<file path="src/hdl/fbpa_pkg.sv">
// Shared types and constants of the fixed block pool allocator.
`timescale 1ns / 1ps

package fbpa_pkg;

    // Widths of the request and result fields
    localparam int SIZE_W  = 16;
    localparam int IDX_W   = 8;
    localparam int COUNT_W = 9;
    localparam int CFG_IDX_W = 2;
    localparam int CFG_DATA_W = 16;

    // Request kinds carried on s_tuser
    localparam logic REQ_ALLOC = 1'b0;
    localparam logic REQ_FREE  = 1'b1;

    // Configuration register indexes
    localparam logic [CFG_IDX_W-1:0] CFG_BLOCK_DATA_BYTES = 2'd0;
    localparam logic [CFG_IDX_W-1:0] CFG_BLOCK_COUNT      = 2'd1;

    // Register reset values
    localparam logic [SIZE_W-1:0]  RESET_DATA_BYTES  = 16'd64;
    localparam logic [COUNT_W-1:0] RESET_BLOCK_COUNT = 9'd256;

    typedef enum logic [1:0] {
        STATUS_GRANTED = 2'd0,
        STATUS_TOO_BIG = 2'd1,
        STATUS_EMPTY   = 2'd2
    } status_t;

    // Commands from the request front end to the free list
    typedef struct packed {
        logic               rebuild;
        logic [COUNT_W-1:0] count;
        logic               push;
        logic [IDX_W-1:0]   push_index;
        logic               pop;
    } fl_cmd_t;

    // Free list status back to the front end
    typedef struct packed {
        logic empty;
        logic full;
    } fl_stat_t;

endpackage

</file>
<file path="src/hdl/fbpa_ram.sv">
// Generic single-write, single-read RAM with a registered read port.
`timescale 1ns / 1ps

module fbpa_ram #(
    parameter int WIDTH = 8,
    parameter int DEPTH = 256
) (
    input  logic                     aclk,
    input  logic                     we,
    input  logic [$clog2(DEPTH)-1:0] waddr,
    input  logic [WIDTH-1:0]         wdata,
    input  logic [$clog2(DEPTH)-1:0] raddr,
    output logic [WIDTH-1:0]         rdata
);

    logic [WIDTH-1:0] mem [DEPTH];
    logic [WIDTH-1:0] rdata_reg;

    always_ff @(posedge aclk) begin
        if (we) begin
            mem[waddr] <= wdata;
        end
        rdata_reg <= mem[raddr];
    end

    assign rdata = rdata_reg;

endmodule

</file>
<file path="src/hdl/fbpa_free_list.sv">
// Free list of block indices: a circular queue in RAM with pointers and a fill mark.
`timescale 1ns / 1ps

module fbpa_free_list #(
    parameter int MAX_BLOCKS = 256
) (
    input  logic                       aclk,
    input  logic                       aresetn,
    input  fbpa_pkg::fl_cmd_t          cmd,
    output fbpa_pkg::fl_stat_t         stat,
    output logic [fbpa_pkg::IDX_W-1:0] pop_index
);

    localparam int AW = $clog2(MAX_BLOCKS);
    localparam int CW = $clog2(MAX_BLOCKS + 1);
    localparam int XW = (CW > fbpa_pkg::COUNT_W) ? CW : fbpa_pkg::COUNT_W;

    logic [AW-1:0] pop_ptr_reg, pop_ptr_next;
    logic [AW-1:0] push_ptr_reg, push_ptr_next;
    logic [CW-1:0] total_reg, total_next;
    logic [CW-1:0] fill_reg, fill_next;
    logic [CW-1:0] count_reg, count_next;
    logic          orig_reg, orig_next;
    logic [fbpa_pkg::IDX_W-1:0] orig_idx_reg;
    logic [fbpa_pkg::IDX_W-1:0] ram_rdata;
    logic [CW-1:0] new_count;
    logic          ram_we;

    // Limit a block count to the queue capacity
    function automatic logic [CW-1:0] clamp_count(input logic [fbpa_pkg::COUNT_W-1:0] cnt);
        logic [XW-1:0] c;
        c = XW'(cnt);
        if (c > XW'(MAX_BLOCKS)) begin
            c = XW'(MAX_BLOCKS);
        end
        return CW'(c);
    endfunction

    function automatic logic [AW-1:0] wrap_inc(input logic [AW-1:0] ptr);
        return (ptr == AW'(MAX_BLOCKS - 1)) ? '0 : ptr + 1'b1;
    endfunction

    assign new_count = clamp_count(cmd.count);
    assign ram_we    = cmd.push && !cmd.rebuild;

    always_comb begin
        pop_ptr_next  = pop_ptr_reg;
        push_ptr_next = push_ptr_reg;
        total_next    = total_reg;
        fill_next     = fill_reg;
        count_next    = count_reg;
        orig_next     = orig_reg;
        priority if (cmd.rebuild) begin
            count_next    = new_count;
            pop_ptr_next  = '0;
            push_ptr_next = (new_count == CW'(MAX_BLOCKS)) ? '0 : AW'(new_count);
            total_next    = new_count;
            fill_next     = '0;
        end else if (cmd.push) begin
            push_ptr_next = wrap_inc(push_ptr_reg);
            total_next    = total_reg + 1'b1;
            // Entries below the count hold their own index until first overwritten
            if (CW'(push_ptr_reg) < count_reg && fill_reg < count_reg) begin
                fill_next = fill_reg + 1'b1;
            end
        end else if (cmd.pop) begin
            pop_ptr_next = wrap_inc(pop_ptr_reg);
            total_next   = total_reg - 1'b1;
            orig_next    = (CW'(pop_ptr_reg) < count_reg) && (CW'(pop_ptr_reg) >= fill_reg);
        end else begin
            orig_next = orig_reg;
        end
    end

    always_ff @(posedge aclk) begin
        if (!aresetn) begin
            count_reg    <= clamp_count(fbpa_pkg::RESET_BLOCK_COUNT);
            pop_ptr_reg  <= '0;
            push_ptr_reg <= (clamp_count(fbpa_pkg::RESET_BLOCK_COUNT) == CW'(MAX_BLOCKS))
                            ? '0 : AW'(clamp_count(fbpa_pkg::RESET_BLOCK_COUNT));
            total_reg    <= clamp_count(fbpa_pkg::RESET_BLOCK_COUNT);
            fill_reg     <= '0;
            orig_reg     <= 1'b0;
        end else begin
            count_reg    <= count_next;
            pop_ptr_reg  <= pop_ptr_next;
            push_ptr_reg <= push_ptr_next;
            total_reg    <= total_next;
            fill_reg     <= fill_next;
            orig_reg     <= orig_next;
        end
    end

    always_ff @(posedge aclk) begin
        if (cmd.pop) begin
            orig_idx_reg <= fbpa_pkg::IDX_W'(pop_ptr_reg);
        end
    end

    fbpa_ram #(
        .WIDTH (fbpa_pkg::IDX_W),
        .DEPTH (MAX_BLOCKS)
    ) u_ram (
        .aclk  (aclk),
        .we    (ram_we),
        .waddr (push_ptr_reg),
        .wdata (cmd.push_index),
        .raddr (pop_ptr_reg),
        .rdata (ram_rdata)
    );

    assign pop_index  = orig_reg ? orig_idx_reg : ram_rdata;
    assign stat.empty = (total_reg == '0);
    assign stat.full  = (total_reg == CW'(MAX_BLOCKS));

endmodule

</file>
<file path="src/hdl/fixed_block_pool_allocator_core.sv">
// Top level of the fixed block pool allocator: request front end, size check, result register.
// Free request: taken with no result. Allocate: a refusal is registered in the cycle after
// acceptance; a grant first waits in pend_reg for one RAM read of the free-list head.
// Throughput: one free per cycle while s_tready is high; pend_reg holds off the next request.
// Reset, and every write to a known register, rebuild the free list at once (no sweep).
`timescale 1ns / 1ps

module fixed_block_pool_allocator_core #(
    parameter int MAX_BLOCKS  = 256,
    parameter int ALIGN_BYTES = 4
) (
    input  logic        aclk,
    input  logic        aresetn,
    // Request channel
    input  logic        s_tvalid,
    output logic        s_tready,
    input  logic [23:0] s_tdata,   // [15:0] req_size, [23:16] free_index
    input  logic        s_tuser,   // [0] req_type
    // Result channel
    output logic        m_tvalid,
    input  logic        m_tready,
    output logic [7:0]  m_tdata,   // [7:0] block_index
    output logic [1:0]  m_tuser,   // [1:0] status
    // Configuration write port
    input  logic                              cfg_wen,
    input  logic [fbpa_pkg::CFG_IDX_W-1:0]    cfg_index,
    input  logic [fbpa_pkg::CFG_DATA_W-1:0]   cfg_wdata
);

    // Block size check works on block counts of ALIGN_BYTES: a request fits when
    // ceil(req / ALIGN) <= ceil(bytes / ALIGN). The ceiling quotient comes from a
    // multiply by a fixed-point reciprocal, exact for every 17-bit dividend.
    localparam int Q_W         = fbpa_pkg::SIZE_W + 1;
    localparam int RECIP_SHIFT = 24;
    localparam int RECIP_W     = RECIP_SHIFT + 1;
    localparam int RECIP       = ((2 ** RECIP_SHIFT) + ALIGN_BYTES - 1) / ALIGN_BYTES;
    localparam int PROD_W      = Q_W + RECIP_W;

    function automatic logic [Q_W-1:0] ceil_units(input logic [fbpa_pkg::SIZE_W-1:0] x);
        logic [Q_W-1:0]    sum;
        logic [PROD_W-1:0] prod;
        sum  = Q_W'(x) + Q_W'(ALIGN_BYTES - 1);
        prod = PROD_W'(sum) * PROD_W'(RECIP_W'(RECIP));
        return prod[RECIP_SHIFT +: Q_W];
    endfunction

    fbpa_pkg::fl_cmd_t  fl_cmd;
    fbpa_pkg::fl_stat_t fl_stat;
    logic [fbpa_pkg::IDX_W-1:0] pop_index;

    logic [Q_W-1:0]               block_units_reg;
    logic [fbpa_pkg::COUNT_W-1:0] block_count_reg;

    logic                       pend_reg;
    logic                       m_tvalid_reg;
    fbpa_pkg::status_t          status_reg;
    logic [fbpa_pkg::IDX_W-1:0] index_reg;

    logic                        accept;
    logic                        is_free;
    logic                        too_big;
    logic                        grant;
    logic [fbpa_pkg::SIZE_W-1:0] req_size;
    logic [fbpa_pkg::IDX_W-1:0]  free_index;
    logic                        cfg_hit;

    assign req_size   = s_tdata[15:0];
    assign free_index = s_tdata[23:16];

    // Take a request unless a grant is waiting on the RAM read or a result is stuck
    assign s_tready = !pend_reg && (!m_tvalid_reg || m_tready);
    assign accept   = s_tvalid && s_tready;
    assign is_free  = (s_tuser == fbpa_pkg::REQ_FREE);
    assign too_big  = ceil_units(req_size) > block_units_reg;
    assign grant    = accept && !is_free && !too_big && !fl_stat.empty;

    assign cfg_hit = cfg_wen && ((cfg_index == fbpa_pkg::CFG_BLOCK_DATA_BYTES) ||
                                 (cfg_index == fbpa_pkg::CFG_BLOCK_COUNT));

    // Drive the free list: rebuild on a known register write, push on free unless full, pop on grant
    always_comb begin
        fl_cmd.rebuild    = cfg_hit;
        fl_cmd.count      = (cfg_index == fbpa_pkg::CFG_BLOCK_COUNT)
                            ? cfg_wdata[fbpa_pkg::COUNT_W-1:0] : block_count_reg;
        fl_cmd.push       = accept && is_free && !fl_stat.full;
        fl_cmd.push_index = free_index;
        fl_cmd.pop        = grant;
    end

    // Configuration registers
    always_ff @(posedge aclk) begin
        if (!aresetn) begin
            block_units_reg <= ceil_units(fbpa_pkg::RESET_DATA_BYTES);
            block_count_reg <= fbpa_pkg::RESET_BLOCK_COUNT;
        end else if (cfg_wen) begin
            unique case (cfg_index)
                fbpa_pkg::CFG_BLOCK_DATA_BYTES: begin
                    block_units_reg <= ceil_units(cfg_wdata[fbpa_pkg::SIZE_W-1:0]);
                end
                fbpa_pkg::CFG_BLOCK_COUNT: begin
                    block_count_reg <= cfg_wdata[fbpa_pkg::COUNT_W-1:0];
                end
                default: begin
                    // unknown index: drop the write
                end
            endcase
        end
    end

    // Result register: a grant lands from pend_reg with the RAM data, a refusal is
    // registered straight from the accepted request; hold the result until it is taken.
    always_ff @(posedge aclk) begin
        if (!aresetn) begin
            pend_reg     <= 1'b0;
            m_tvalid_reg <= 1'b0;
        end else begin
            pend_reg <= grant;
            priority if (pend_reg) begin
                m_tvalid_reg <= 1'b1;
            end else if (accept && !is_free && !grant) begin
                m_tvalid_reg <= 1'b1;
            end else if (m_tready) begin
                m_tvalid_reg <= 1'b0;
            end else begin
                m_tvalid_reg <= m_tvalid_reg;
            end
        end
    end

    always_ff @(posedge aclk) begin
        priority if (pend_reg) begin
            status_reg <= fbpa_pkg::STATUS_GRANTED;
            index_reg  <= pop_index;
        end else if (accept && !is_free && !grant) begin
            // size is checked before emptiness
            status_reg <= too_big ? fbpa_pkg::STATUS_TOO_BIG : fbpa_pkg::STATUS_EMPTY;
            index_reg  <= '0;
        end else begin
            status_reg <= status_reg;
            index_reg  <= index_reg;
        end
    end

    fbpa_free_list #(
        .MAX_BLOCKS (MAX_BLOCKS)
    ) u_free_list (
        .aclk      (aclk),
        .aresetn   (aresetn),
        .cmd       (fl_cmd),
        .stat      (fl_stat),
        .pop_index (pop_index)
    );

    assign m_tvalid = m_tvalid_reg;
    assign m_tdata  = index_reg;
    assign m_tuser  = status_reg;

endmodule
</file>
<file path="config.mk">
export PLATFORM = sky130hd
export DESIGN_NAME = fixed_block_pool_allocator_core
export DESIGN_NICKNAME = d
export VERILOG_FILES = /design/src/hdl/fbpa_pkg.sv /design/src/hdl/fbpa_ram.sv /design/src/hdl/fbpa_free_list.sv /design/src/hdl/fixed_block_pool_allocator_core.sv
export SDC_FILE = /design/constraint.sdc
export NUM_CORES = 2
export LEC_CHECK = 0
export BUFFER_PORTS_ARGS = -buffer_cell sky130_fd_sc_hd__buf_2
export CAP_MARGIN = 20
export CORE_UTILIZATION = 55
export CTS_CLUSTER_SIZE = 14
export DETAILED_ROUTE_END_ITERATION = 12
export GPL_TIMING_DRIVEN = 0
export PLACE_DENSITY = 0.72
export SLEW_MARGIN = 40
export SYNTH_ARGS = -nofsm -noshare
export SYNTH_HDL_FRONTEND = slang
export SYNTH_HIERARCHICAL = 1
export SYNTH_SLANG_ARGS = --single-unit
</file>
<file path="constraint.sdc">
create_clock -name aclk -period 6.7 [get_ports aclk]
set_clock_uncertainty 0.1 [all_clocks]
set_input_delay 1.34 -clock aclk [delete_from_list [all_inputs] [get_ports aclk]]
set_output_delay 1.34 -clock aclk [all_outputs]
set_load 0.02 [all_outputs]
</file>
==> results_dict.tcl <==
set metrics [dict create \
    outcome "completed" \
    r2r_setup_slack_ps 1830 \
    whs_ps 364 \
    cts_tree "yes" \
    rsz0062_at_grt "false" \
    period_share_pct 74.2 \
    synth_xor_area_share_pct 0.401 \
    synth_fa_ha_area_share_pct 0.831 \
    cp_max_fo 10 \
    clock_path_buffers 3 \
    syn_inst 4373 \
    io_pins 60 \
    cts_max_level 4 \
    grt_max_degree 109 \
    cts.clk_slew.worst_paths_ps 60 \
    rows 144 \
    synth_seq_cells 2144 \
    gp_congestion 1.03 \
    numPortBuffers 58 \
    postRouteAntennaNets 0 \
    hold_class "flip-flop to flip-flop" \
    synth-async-reset-ratio_pct 0 \
    finalHoldViolations 0 \
    die_x_um 396 \
    area_growth_pct 13.4 \
    fin_crit_ps 4970 \
    synth_ff_type "edfxtp_1" \
    dp_hpwl_mm 170 \
    largest_reg_flops 2048 \
    synth_nets 4477 \
    start_kind "primary input" \
    layout_commonest_cell "edfxtp_1" \
    yosysWarnings 6 \
    synth_edf_count 2064 \
    grt_antenna_before_repair 7 \
    insertion_delay_ps 840 \
    relSlewSlack_pct 27.8 \
    muxShareOfSynthArea_pct 14.0 \
    synth_top_family_by_area "multiplexers" \
    coreArea_sq_mm 0.154 \
    dr.pass1.iters 6 \
    initial_utilization_pct 55.4 \
    grt_usage_pct 32.1 \
    cp_slowest_cell "nor2_1" \
    routed_wl_mm 251 \
    yosys.area_share.simple_pct 3.72 \
    vias 47800 \
    total_power_mw 27.6 \
    wl_per_cell_um 36.3 \
    synth-compound-area-share_pct 4.37 \
    finalNetCount 4787 \
    post-route-util_pct 62.8 \
    drtIter0Drc 8034 \
    crit_required_ps 7060 \
    syn-cell-area_sq_mm 0.0852 \
    fmax_ghz 0.201 \
    crit_chain "buf_2 -> inv_1 -> a21oi_1 -> and4b_1 -> buf_2 -> nand2b_1 -> inv_1 -> clkbuf_1 -> buf_1 -> nand3_1 -> clkbuf_2 -> buf_16 -> nor2_1" \
    critical-path-max-stage-delay_ps 630 \
    via_per_inst 6.92 \
    setup_violations 0 \
    cellLeakagePower_nw 29.5 \
    place_ws_ps 969 \
    postCtsSetupBuffers 0 \
    setup_ws_ps 1730 \
    clock_sinks 2144 \
    cp-end-kind "flip-flop" \
    fill_cells 10400 \
    die_y_um 396 \
    postCtsResizedCells 0 \
    stdcell_area_sq_mm 0.0966 \
    die_area_sq_mm 0.156 \
    setup.worst_path.class "primary input to flip-flop" \
    peakVddDrop_mv 0.283 \
    route.detailed.drc 0 \
    grt_pass1_wl_mm 347 \
    p_per_area_mw_per_mm2 286 \
    worstPathArrival_ps 5330 \
    layout_common_cells "edfxtp_1, mux4_2, clkbuf_16, nor2_2, nor2_1" \
    finalMaxSlewViolations 0 \
    tightest_slew_ps 1060 \
    drv_cap 0 \
    drive_gt1_share_pct 25.7 \
    clockRootBuffer "clkbuf_16" \
    synth_cell_type_count 83 \
    grt_pass1_vias 45800 \
    placed_cell_area_sq_mm 0.0896 \
    gr-total-overflow 0 \
    yosysSeqAreaShare_pct 74.6 \
    ctsHoldBuffers 0 \
    synth_area_per_cell_sq_um 19.5 \
    cts_buffers 209 \
]
==> kinds of logic after synthesis <==
| family | count (synthesis) |
|---|---|
| flip-flops | 2144 |
| AO/OA/AOI/OAI | 544 |
| adder cells (fa/ha/maj) | 56 |
| XOR/XNOR | 39 |
| multiplexers | 620 |
| AND/OR/NAND/NOR | 666 |
| buffers and inverters | 304 |
==> worst paths after layout <==
check,startpoint,endpoint,depth (start not counted)
max,m_tready,u_free_list/u_ram/mem[50][1],13
min,m_tuser[0],m_tuser[0],1
max reg2reg,u_free_list/pop_ptr_reg[1],u_free_list/u_ram/rdata[3],9
min reg2reg,m_tuser[0],m_tuser[0],1
==> synth_stat cells (21+ instances only) <==
library cell	number	area, sq um
a21oi_1	144	721
buf_6	21	236
buf_2	36	180
mux2i_1	145	1450
o221ai_1	46	403
inv_1	47	176
nor2b_1	45	282
and2_1	27	169
o22ai_1	29	181
mux4_2	454	10200
clkbuf_1	126	473
edfxtp_1	2064	62000
nor4_1	28	175
nor2_1	303	1140
buf_4	29	218
ha_1	55	688
nand4_1	26	163
nor3_1	29	145
dfxtp_1	80	1600
nand2_1	85	319
a22oi_1	134	1010
nand3_1	57	285
buf_1	22	82.6
o21ai_0	60	300
==> power by group <==
group          leakage (nW)  switching (mW)  internal (mW)  total (mW)
Clock                  3.33            5.10           6.61        11.7
Combinational          6.97           0.746          0.421        1.17
Sequential             19.2          0.0368           14.7        14.8
==> layout make-up <==
| type | instances | area, sq um | share of cell area, % |
|---|---|---|---|
| inverter | 49 | 184 | 0.190 |
| multi-input combinational | 1925 | 20400 | 21.2 |
| tap | 2044 | 2560 | 2.65 |
| clock inverter | 139 | 1360 | 1.41 |
| sequential | 2144 | 63600 | 65.8 |
| buffer | 255 | 1630 | 1.69 |
| antenna | 3 | 7.51 | 0.00777 |
| clock buffer | 252 | 5470 | 5.67 |
| timing repair buffer | 99 | 1370 | 1.42 |
==> critical path, delay by kind of cell <==
family | cells | cell delay (ps)
buffers and inverters | 8 | 2230
and+or+nand+nor | 4 | 1440
AOI/OAI and AO/OA | 1 | 280
==> per-stage QoR <==
stage,setup TNS [ps],std cells
floorplan,0,4373
global placement,-281,6475
detailed placement,0,6514
CTS,0,6905
global route,0,6907
finish,0,6910
==> layer usage <==
metal	part of all wire, %	wire [um]	global-route usage (%)	vias to the layer above
met1	35	88100	43.1	24700
met2	45	112000	47.0	3767
li1	-	-	-	18700
met4	6.2	15600	17.2	6
met3	14	35100	10.4	711
met5	0.019	47	0	-
Power figures use the tool's default switching activity.
